`src/rtl/core/svpwm_pkg.sv`:
```
`timescale 1ns / 1ps
`default_nettype none
// ----------------------------------------------------------------------------
// svpwm_pkg
// Shared types and constants for the SVPWM sector decoder and dwell unit.
// ----------------------------------------------------------------------------
package svpwm_pkg;

  // Angle and percentage constants
  localparam logic [9:0] FullTurn    = 10'd360;
  localparam logic [9:0] TwoTurns    = 10'd720;
  localparam logic [6:0] FullPct     = 7'd100;

  // Vector codes
  localparam logic [2:0] VEC_NONE        = 3'd0;
  localparam logic [2:0] VEC_ZERO        = 3'd1;
  localparam logic [2:0] VEC_ACTIVE_BASE = 3'd2;

  // Sector codes between vectors start here
  localparam logic [3:0] SECTOR_BASE     = 4'd6;

  // floor(x/100) as (x * DivMul) >> DivShift, exact for x below 40000
  localparam logic [12:0] DivMul   = 13'd5243;
  localparam int          DivShift = 19;

  // Rounded share of the sector in percent: round(d*100/60), half up
  localparam logic [6:0] DWELL_PCT [0:59] = '{
    7'd0,  7'd2,  7'd3,  7'd5,  7'd7,  7'd8,
    7'd10, 7'd12, 7'd13, 7'd15, 7'd17, 7'd18,
    7'd20, 7'd22, 7'd23, 7'd25, 7'd27, 7'd28,
    7'd30, 7'd32, 7'd33, 7'd35, 7'd37, 7'd38,
    7'd40, 7'd42, 7'd43, 7'd45, 7'd47, 7'd48,
    7'd50, 7'd52, 7'd53, 7'd55, 7'd57, 7'd58,
    7'd60, 7'd62, 7'd63, 7'd65, 7'd67, 7'd68,
    7'd70, 7'd72, 7'd73, 7'd75, 7'd77, 7'd78,
    7'd80, 7'd82, 7'd83, 7'd85, 7'd87, 7'd88,
    7'd90, 7'd92, 7'd93, 7'd95, 7'd97, 7'd98
  };

  // Decoded item between the decode and duty stages
  typedef struct packed {
    logic [3:0]  sector_code;
    logic [2:0]  first_vector;
    logic [2:0]  second_vector;
    logic [2:0]  third_vector;
    logic [6:0]  mag;
    logic [13:0] prod;
  } mid_t;

  // Finished result beat
  typedef struct packed {
    logic [3:0] sector_code;
    logic [2:0] first_vector;
    logic [2:0] second_vector;
    logic [2:0] third_vector;
    logic [6:0] duty_first;
    logic [6:0] duty_second;
    logic [6:0] duty_zero;
  } res_t;

endpackage
`default_nettype wire

```
`src/rtl/core/svpwm_decode.sv`:
```
`timescale 1ns / 1ps
`default_nettype none
// ----------------------------------------------------------------------------
// svpwm_decode
// Reduces the angle, finds the vector or sector, picks the vectors and forms
// the product of the rounded sector share and the saturated magnitude.
// ----------------------------------------------------------------------------
module svpwm_decode (
  input  wire logic [9:0]     angle_deg,
  input  wire logic [6:0]     magnitude_pct,
  output svpwm_pkg::mid_t     mid
);

  logic [9:0] ang_red;
  logic [8:0] ang;
  logic [2:0] pos;
  logic [8:0] base;
  logic [8:0] diff;
  logic [5:0] d;
  logic       on_vec;
  logic [6:0] mag;
  logic [6:0] pct;
  logic [2:0] pos_next;

  // Fold the angle into 0..359 (360 maps onto U+)
  always_comb begin
    if (angle_deg > svpwm_pkg::TwoTurns) begin
      ang_red = angle_deg - svpwm_pkg::TwoTurns;
    end else if (angle_deg > svpwm_pkg::FullTurn) begin
      ang_red = angle_deg - svpwm_pkg::FullTurn;
    end else begin
      ang_red = angle_deg;
    end
    ang = (ang_red == svpwm_pkg::FullTurn) ? 9'd0 : ang_red[8:0];
  end

  // Find the 60-degree slot and the offset within it
  always_comb begin
    if (ang >= 9'd300) begin
      pos = 3'd5; base = 9'd300;
    end else if (ang >= 9'd240) begin
      pos = 3'd4; base = 9'd240;
    end else if (ang >= 9'd180) begin
      pos = 3'd3; base = 9'd180;
    end else if (ang >= 9'd120) begin
      pos = 3'd2; base = 9'd120;
    end else if (ang >= 9'd60) begin
      pos = 3'd1; base = 9'd60;
    end else begin
      pos = 3'd0; base = 9'd0;
    end
    diff   = ang - base;
    d      = diff[5:0];
    on_vec = (d == 6'd0);
  end

  // Saturate magnitude and look up the rounded share
  assign mag      = (magnitude_pct > svpwm_pkg::FullPct) ? svpwm_pkg::FullPct : magnitude_pct;
  assign pct      = svpwm_pkg::DWELL_PCT[d];
  assign pos_next = (pos == 3'd5) ? 3'd0 : pos + 3'd1;

  // Assemble the decoded item
  always_comb begin
    mid.first_vector  = svpwm_pkg::VEC_ACTIVE_BASE + pos;
    mid.third_vector  = (mag < svpwm_pkg::FullPct) ? svpwm_pkg::VEC_ZERO : svpwm_pkg::VEC_NONE;
    mid.mag           = mag;
    mid.prod          = 14'(pct) * 14'(mag);
    if (on_vec) begin
      mid.sector_code   = {1'b0, pos};
      mid.second_vector = svpwm_pkg::VEC_NONE;
    end else begin
      mid.sector_code   = svpwm_pkg::SECTOR_BASE + {1'b0, pos};
      mid.second_vector = svpwm_pkg::VEC_ACTIVE_BASE + pos_next;
    end
  end

endmodule
`default_nettype wire

```
`src/rtl/core/svpwm_duty.sv`:
```
`timescale 1ns / 1ps
`default_nettype none
// ----------------------------------------------------------------------------
// svpwm_duty
// Scales the share-times-magnitude product down by 100 and splits the
// period into first, second and zero vector duties.
// ----------------------------------------------------------------------------
module svpwm_duty (
  input  wire svpwm_pkg::mid_t mid,
  output svpwm_pkg::res_t      res
);

  logic [26:0] scaled;
  logic [6:0]  second;

  // Divide by 100 through a reciprocal multiply
  assign scaled = 27'(mid.prod) * 27'(svpwm_pkg::DivMul);
  assign second = scaled[svpwm_pkg::DivShift +: 7];

  // Split the period
  always_comb begin
    res.sector_code   = mid.sector_code;
    res.first_vector  = mid.first_vector;
    res.second_vector = mid.second_vector;
    res.third_vector  = mid.third_vector;
    res.duty_second   = second;
    res.duty_first    = mid.mag - second;
    res.duty_zero     = svpwm_pkg::FullPct - mid.mag;
  end

endmodule
`default_nettype wire

```
`src/rtl/core/svpwm_sector_and_duty_unit.sv`:
```
`timescale 1ns / 1ps
`default_nettype none
// ----------------------------------------------------------------------------
// svpwm_sector_and_duty_unit
// Two-level space-vector PWM sector decoder and dwell calculator.
// ----------------------------------------------------------------------------
// Takes one beat per clock while in_ready is high: a new angle/magnitude
// pair can enter every such cycle, and each result is presented once the
// beat has passed the input, decode and result registers. The
// decode stage holds the angle fold, the share lookup and a 7x7 multiply;
// the duty stage holds the reciprocal multiply that divides by 100, so each
// stage carries one multiplier. Every stage has its own valid bit and
// stalls only when the stage after it is full and blocked, so a result
// waiting on out_ready does not stop new beats from filling empty stages.
module svpwm_sector_and_duty_unit (
  input  wire logic       clk,
  input  wire logic       rst_n,
  input  wire logic       in_valid,
  output logic            in_ready,
  input  wire logic [9:0] in_angle_deg,
  input  wire logic [6:0] in_magnitude_pct,
  output logic            out_valid,
  input  wire logic       out_ready,
  output logic [3:0]      out_sector_code,
  output logic [2:0]      out_first_vector,
  output logic [2:0]      out_second_vector,
  output logic [2:0]      out_third_vector,
  output logic [6:0]      out_duty_first,
  output logic [6:0]      out_duty_second,
  output logic [6:0]      out_duty_zero
);

  logic             s0_valid_r, s1_valid_r, s2_valid_r;
  logic             s0_ready, s1_ready, s2_ready;
  logic [9:0]       angle_r;
  logic [6:0]       mag_r;
  svpwm_pkg::mid_t  mid_nxt, mid_r;
  svpwm_pkg::res_t  res_nxt, res_r;

  // Per-stage ready: take a beat when empty or when draining
  assign s2_ready = !s2_valid_r || out_ready;
  assign s1_ready = !s1_valid_r || s2_ready;
  assign s0_ready = !s0_valid_r || s1_ready;
  assign in_ready = s0_ready;

  // Stage valid bits
  always_ff @(posedge clk) begin
    if (!rst_n) begin
      s0_valid_r <= 1'b0;
      s1_valid_r <= 1'b0;
      s2_valid_r <= 1'b0;
    end else begin
      if (s0_ready) s0_valid_r <= in_valid;
      if (s1_ready) s1_valid_r <= s0_valid_r;
      if (s2_ready) s2_valid_r <= s1_valid_r;
    end
  end

  // Capture the input beat
  always_ff @(posedge clk) begin
    if (s0_ready && in_valid) begin
      angle_r <= in_angle_deg;
      mag_r   <= in_magnitude_pct;
    end
  end

  svpwm_decode u_decode (
    .angle_deg     (angle_r),
    .magnitude_pct (mag_r),
    .mid           (mid_nxt)
  );

  // Hold the decoded item
  always_ff @(posedge clk) begin
    if (s1_ready && s0_valid_r) begin
      mid_r <= mid_nxt;
    end
  end

  svpwm_duty u_duty (
    .mid (mid_r),
    .res (res_nxt)
  );

  // Hold the result beat
  always_ff @(posedge clk) begin
    if (s2_ready && s1_valid_r) begin
      res_r <= res_nxt;
    end
  end

  // Drive the result channel
  assign out_valid         = s2_valid_r;
  assign out_sector_code   = res_r.sector_code;
  assign out_first_vector  = res_r.first_vector;
  assign out_second_vector = res_r.second_vector;
  assign out_third_vector  = res_r.third_vector;
  assign out_duty_first    = res_r.duty_first;
  assign out_duty_second   = res_r.duty_second;
  assign out_duty_zero     = res_r.duty_zero;

  // Duties of a delivered beat cover the whole period
  a_duty_sum: assert property (@(posedge clk) disable iff (!rst_n)
    out_valid |-> (8'(out_duty_first) + 8'(out_duty_second) + 8'(out_duty_zero) == 8'd100))
    else $error("duty shares do not add up to 100");

  // On a vector there is no second vector and no second dwell
  a_on_vector: assert property (@(posedge clk) disable iff (!rst_n)
    (out_valid && out_sector_code < svpwm_pkg::SECTOR_BASE) |->
      (out_second_vector == svpwm_pkg::VEC_NONE && out_duty_second == 7'd0))
    else $error("second vector present while angle lies on a vector");

  // Zero vector is requested exactly when it gets time
  a_zero_vector: assert property (@(posedge clk) disable iff (!rst_n)
    out_valid |-> ((out_third_vector == svpwm_pkg::VEC_ZERO) == (out_duty_zero != 7'd0)))
    else $error("zero vector code and zero dwell disagree");

  // A decoded beat blocked downstream stays in the decode stage
  a_mid_hold: assert property (@(posedge clk) disable iff (!rst_n)
    (s1_valid_r && !s2_ready) |=> (s1_valid_r && $stable(mid_r)))
    else $error("decode stage lost a stalled beat");

  // A beat in the input stage moves on whenever the decode stage can take it
  a_s0_advance: assert property (@(posedge clk) disable iff (!rst_n)
    (s0_valid_r && s1_ready) |=> s1_valid_r)
    else $error("input stage beat dropped");

endmodule
`default_nettype wire

```
`config.mk`:
```
export PLATFORM = sky130hd
export DESIGN_NAME = svpwm_sector_and_duty_unit
export DESIGN_NICKNAME = d
export VERILOG_FILES = /design/src/rtl/core/svpwm_pkg.sv /design/src/rtl/core/svpwm_decode.sv /design/src/rtl/core/svpwm_duty.sv /design/src/rtl/core/svpwm_sector_and_duty_unit.sv
export SDC_FILE = /design/constraint.sdc
export NUM_CORES = 1
export LEC_CHECK = 0
export BUFFER_PORTS_ARGS = -buffer_cell sky130_fd_sc_hd__buf_2
export CORE_MARGIN = 5
export CORE_UTILIZATION = 46
export CTS_CLUSTER_DIAMETER = 40
export DETAILED_ROUTE_END_ITERATION = 10
export GPL_ROUTABILITY_DRIVEN = 0
export PLACE_DENSITY_LB_ADDON = 0.15
export REMOVE_ABC_BUFFERS = 1
export SETUP_SLACK_MARGIN = 0.2
export SYNTH_ARGS = -nofsm -noshare
export SYNTH_HDL_FRONTEND = slang
export SYNTH_SLANG_ARGS = --single-unit
```
`constraint.sdc`:
```
create_clock -name clk -period 10.2 [get_ports clk]
set_clock_uncertainty 0.1 [all_clocks]
set_input_delay 0.51 -clock clk [delete_from_list [all_inputs] [get_ports clk]]
set_output_delay 0.51 -clock clk [all_outputs]
set_load 0.05 [all_outputs]
```
# Word level (Yosys, flattened, before mapping)

Memory sizes are Yosys's and may differ from the RTL's.
Index checks and enable logic that the tools add are counted.

Register bits: 88
Output and inout bits: 36
ROM bits: 448
Memories kept: 1
Input bits: 21
Logic and storage cells: 73

Reductions and logical operators: 10
Multiply operators: 2
Order comparisons: 10
$add $sub $neg: 9
Equality and inequality tests: 2
Bitwise gates (word level): 1
Multiplexer cells: 19

Memory list:

| name            | words | bits a word | read ports | clocked after Yosys merged registers in | wr ports | RTL line           | RTL |
|---|---|---|---|---|---|---|---|
| (no name shown) | 64    | 7           | 1          | 0                                       | 0        | svpwm_decode.sv:59 | `assign pct = svpwm_pkg::DWELL_PCT[d];` |

Operators by type and width:

| cell                     | count |
|---|---|
| $mux W6                  | 5 |
| $mul A14 B13 Y26 const B | 1 |
| $mux W7                  | 3 |
| $mux W10                 | 2 |
| $ge A9 B8 Y1 const B     | 2 |
| $mux W3                  | 6 |
| $mul A7 B7 Y14           | 1 |
| $eq A10 B9 Y1 const B    | 1 |
| $gt A10 B10 Y1 const B   | 1 |
| $gt A10 B9 Y1 const B    | 1 |
| $sub A10 B10 Y10 const B | 1 |
| $sub A10 B9 Y10 const B  | 1 |
| $ge A9 B6 Y1 const B     | 1 |
| $ge A9 B7 Y1 const B     | 1 |
| $ge A9 B9 Y1 const B     | 1 |
| $mux W9                  | 1 |
| $ge A7 B7 Y1 const B     | 1 |
| $gt A7 B7 Y1 const B     | 1 |
| $lt A7 B7 Y1 const B     | 1 |
| $not A6 Y7               | 1 |
| $sub A7 B7 Y7            | 1 |
| $sub A7 B7 Y7 const A    | 1 |
| $add A2 B3 Y3 const A    | 2 |
| $logic_not A6 Y1         | 1 |
| other kinds (8)          | 15 |

# Logic depth before layout (Yosys ltp)

Depth after elaboration: 17
Gate-level depth with buffers: 43
Depth with buffers taken out: 41

# Cells and area by module

From an unflattened synthesis, not the netlist that was laid out.

Cell total of the unflattened synthesis: 943
Area, all modules: 10,038.4 sq um

By module, submodules not included:

| module                     | times used | cells each | area each (sq um) | sequential area each (sq um) |
|---|---|---|---|---|
| svpwm_duty                 | 1          | 411        | 3,953.8           | 0.0 |
| svpwm_decode               | 1          | 434        | 3,394.5           | 0.0 |
| svpwm_sector_and_duty_unit | 1          | 98         | 2,690.1           | 2,612.5 |

# Least setup slack after synthesis

No wires, ideal clock.

Kind: reg2reg
From: reg angle_r[5]
To: reg mid_r[13] (netlist name), data pin
Buffers on the path: 2
Cell stages (with the launch flop): 37
Data required time: 9,834 ps
Slack: 1,621 ps
Setup time: 266 ps
Arrival: 8,213 ps
Period minus slack after synthesis: 8,579 ps
Cell sequence: edfxtp_1 > inv_1 > ha_1 > and4b_1 > a21boi_1 > mux2i_1 > and3_1 > buf_2 > and4_4 > nor2_1 > o31ai_1 > a31o_2 > ha_1 > inv_1 > fa_1 > clkbuf_1 > inv_2 > nand2_1 > o22ai_1 > a22o_1 > a311oi_1 > a31oi_1 > nand2b_1 > fa_1 > fa_1 > inv_1 > fa_1 > inv_1 > fa_1 > inv_1 > ha_1 > a21oi_1 > o21bai_1 > a21oi_1 > o21ai_0 > o41ai_1 > xnor2_1

RTL lines:

| item                   | RTL line                         | RTL |
|---|---|---|
| from (decl)            | svpwm_sector_and_duty_unit.sv:35 | `logic [9:0] angle_r;` |
| from (signal assigned) | svpwm_sector_and_duty_unit.sv:62 | `angle_r <= in_angle_deg;` |
| to (signal assigned)   | svpwm_sector_and_duty_unit.sv:76 | `mid_r <= mid_nxt;` |
| to (decl)              | svpwm_sector_and_duty_unit.sv:37 | `svpwm_pkg::mid_t mid_nxt, mid_r;` |

==> impl_metrics.tcl <==
set metrics [dict create \
    yosys.area.top_type "edfxtp_1" \
    clock_latency_ns 0.35 \
    synth_cell_types 75 \
    grt_start_max_net_pins 32 \
    first_pass_iters 5 \
    dr.first_iter.drc_count 299 \
    grt_pass1_wl_mm 30.6 \
    post-cts-setup-buffers 0 \
    rsz0062_at_grt "false" \
    syn_area_per_cell_um2 10.5 \
    grt-ovfl-total 0 \
    clk_pin_slew_worst_paths_ns 0.07 \
    slew_violations 0 \
    wl_per_cell_um 14.6 \
    synth_top_area_frac 0.260 \
    critPathLaunchType "flip-flop" \
    drc 0 \
    path_delay_family "adder cells" \
    setup_ws_ns 0.999 \
    io_pins 57 \
    dp_hpwl_mm 14.6 \
    end_kind "flip-flop" \
    synth.area.top_cells "edfxtp_1, ha_1, fa_1" \
    vias 6178 \
    cp_num_buf_inv 6 \
    period_share 0.902 \
    cts_root_buf "clkbuf_16" \
    worst_pin_slew_ns 1.11 \
    max_stage_delay_ns 0.54 \
    cts_max_level 3 \
    max_freq_ghz 0.109 \
    drive_gt1_frac 0.114 \
    grtUsageTotal 0.169 \
    clockBufferDepth 2 \
    initial_utilization 0.468 \
    diodes 0 \
    hold_ws_ns 0.233 \
    std_cell_rows 51 \
    syn_area_mm2 0.00912 \
    synth_seq_cells 82 \
    syn_inst 872 \
    yosysWarningCount 0 \
    status "completed" \
    synth_ff_type "edfxtp_1" \
    cp_data_arrival_time_ns 9.19 \
    worst-path-max-fanout 13 \
    clock_sink_count 82 \
    n_fill_cell 1795 \
    syn2layout_area_growth_pct 10.2 \
    hp-class "input pin to flip-flop" \
    synth_edf_count 79 \
    drt_wl_total_mm 17.5 \
    dieHeight_um 151 \
    crit_type "flip-flop to flip-flop" \
    finalSetupTns_ns 0 \
    async_flop_share 0 \
    cts_buffers 9 \
    cts_hold_buf 0 \
    drv_cap 0 \
    antenna_found_initial 0 \
    vias_per_cell 5.17 \
    hold_viol_final 0 \
    critPathSlowestCell "edfxtp_1" \
    synth-seq-area-share 0.267 \
    post-place-ws_ns 0.603 \
    required_ns 10.19 \
    io_buffers 54 \
    period_minus_slack_ns 9.20 \
    finalNetCount 1179 \
    setup_viol 0 \
    die_w_um 151 \
    relSlewSlack 0.253 \
    cts_tree "done" \
    core_mm2 0.0195 \
    grt_pass1_vias 6385 \
    die-area_mm2 0.0227 \
    ant_nets 0 \
]
metal layers:
layer  share of wire  wire, µm  global-route usage  vias up
li1                -         -                   -     3053
met1            0.49      8560               0.237     2990
met2            0.46      8130               0.280      122
met3           0.035       620              0.0296       13
met4           0.010       176              0.0258        0
met5               0         0                   0        -
flip-flops by register name, indices dropped and copies added (netlist names):
name               flops
s1_valid_r             1
mag_r                  7
s0_valid_r             1
out_second_vector      3
out_duty_second        7
angle_r               10
out_duty_zero          7
out_third_vector       1
out_valid              1
out_sector_code        4
mid_r                 31
out_duty_first         7
out_first_vector       2
cell families (layout without fill, tap and decap cells):
| logic type | count (synthesis) | in the layout | synth area share |
|---|---|---|---|
| compound gates | 133 | 133 | 0.104 |
| xor+xnor | 41 | 41 | 0.0402 |
| fa+ha+maj | 234 | 234 | 0.394 |
| buf+inv | 192 | 248 | 0.0810 |
| flops | 82 | 82 | 0.267 |
| mux | 6 | 6 | 0.00672 |
| other cells | 1 | 2 | 0.000411 |
| simple gates | 183 | 183 | 0.108 |
through the flow:
step	utilization	area (µm²)	std cells
2_1_floorplan	-	9030	853
3_3_place_gp	0.498	9700	1178
3_5_place_dp	0.498	9700	1178
4_1_cts	0.514	10000	1194
5_1_grt	0.516	10000	1194
6_report	0.516	10000	1194
layout make-up:
cell class	instances	area, µm²	area share
Clock buffer	9	225	0.0224
Clock inverter	7	81.3	0.00810
Inverter	172	646	0.0643
Multi-Input combinational cell	599	6010	0.599
Sequential cell	82	2430	0.242
Tap cell	265	332	0.0330
Timing Repair Buffer	60	315	0.0314
cells in the final DEF, fill, tap and decap left out, types with 4 or more instances in the layout:
| cell type | n |
|---|---|
| nand2_1 | 45 |
| a21oi_1 | 32 |
| ha_1 | 146 |
| nand2b_1 | 10 |
| buf_4 | 6 |
| o21bai_1 | 7 |
| inv_1 | 171 |
| fa_1 | 88 |
| xor2_1 | 10 |
| nor2_1 | 43 |
| mux2i_1 | 5 |
| nor3_1 | 7 |
| xnor2_1 | 30 |
| and3_1 | 5 |
| o21a_1 | 4 |
| o211ai_1 | 5 |
| nand4_1 | 5 |
| edfxtp_1 | 79 |
| clkbuf_16 | 9 |
| o2111ai_1 | 4 |
| and2_1 | 19 |
| buf_2 | 54 |
| a311oi_1 | 4 |
| nand3_1 | 13 |
| o21ai_1 | 6 |
| a21o_1 | 9 |
| nor2b_1 | 13 |
| o21ai_0 | 14 |
synthesized netlist by cell type (6+ instances only):
master    count
a21o_1        9
a21oi_1      32
and2_1       19
and3_1        6
clkbuf_1     12
edfxtp_1     79
fa_1         88
ha_1        146
inv_1       171
nand2_1      45
nand2b_1     10
nand3_1      14
nor2_1       43
nor2b_1      14
nor3_1        7
o21ai_0      16
o21bai_1      7
xnor2_1      30
xor2_1       10
path summary, 6_finish.rpt:
kind | startpoint | endpoint | slack, ns | cells after the start
min reg2reg | mid_r[31] | out_sector_code[1] | 0.31 | 0
max reg2reg | angle_r[5] | mid_r[13] | 1.0 | 36
max | angle_r[5] | mid_r[13] | 1.0 | 36
min | in_angle_deg[3] | angle_r[3] | 0.23 | 1
repair_timing:
item / CTS / global route
resized for setup: 0 / 10
hold endpoints to repair: 0 / 0
endpoints found under the setup margin: 0 / 4
Power is left out: the tool's default activity adds up to more than one toggle a clock period on the data nets, which glitch-free logic cannot reach.
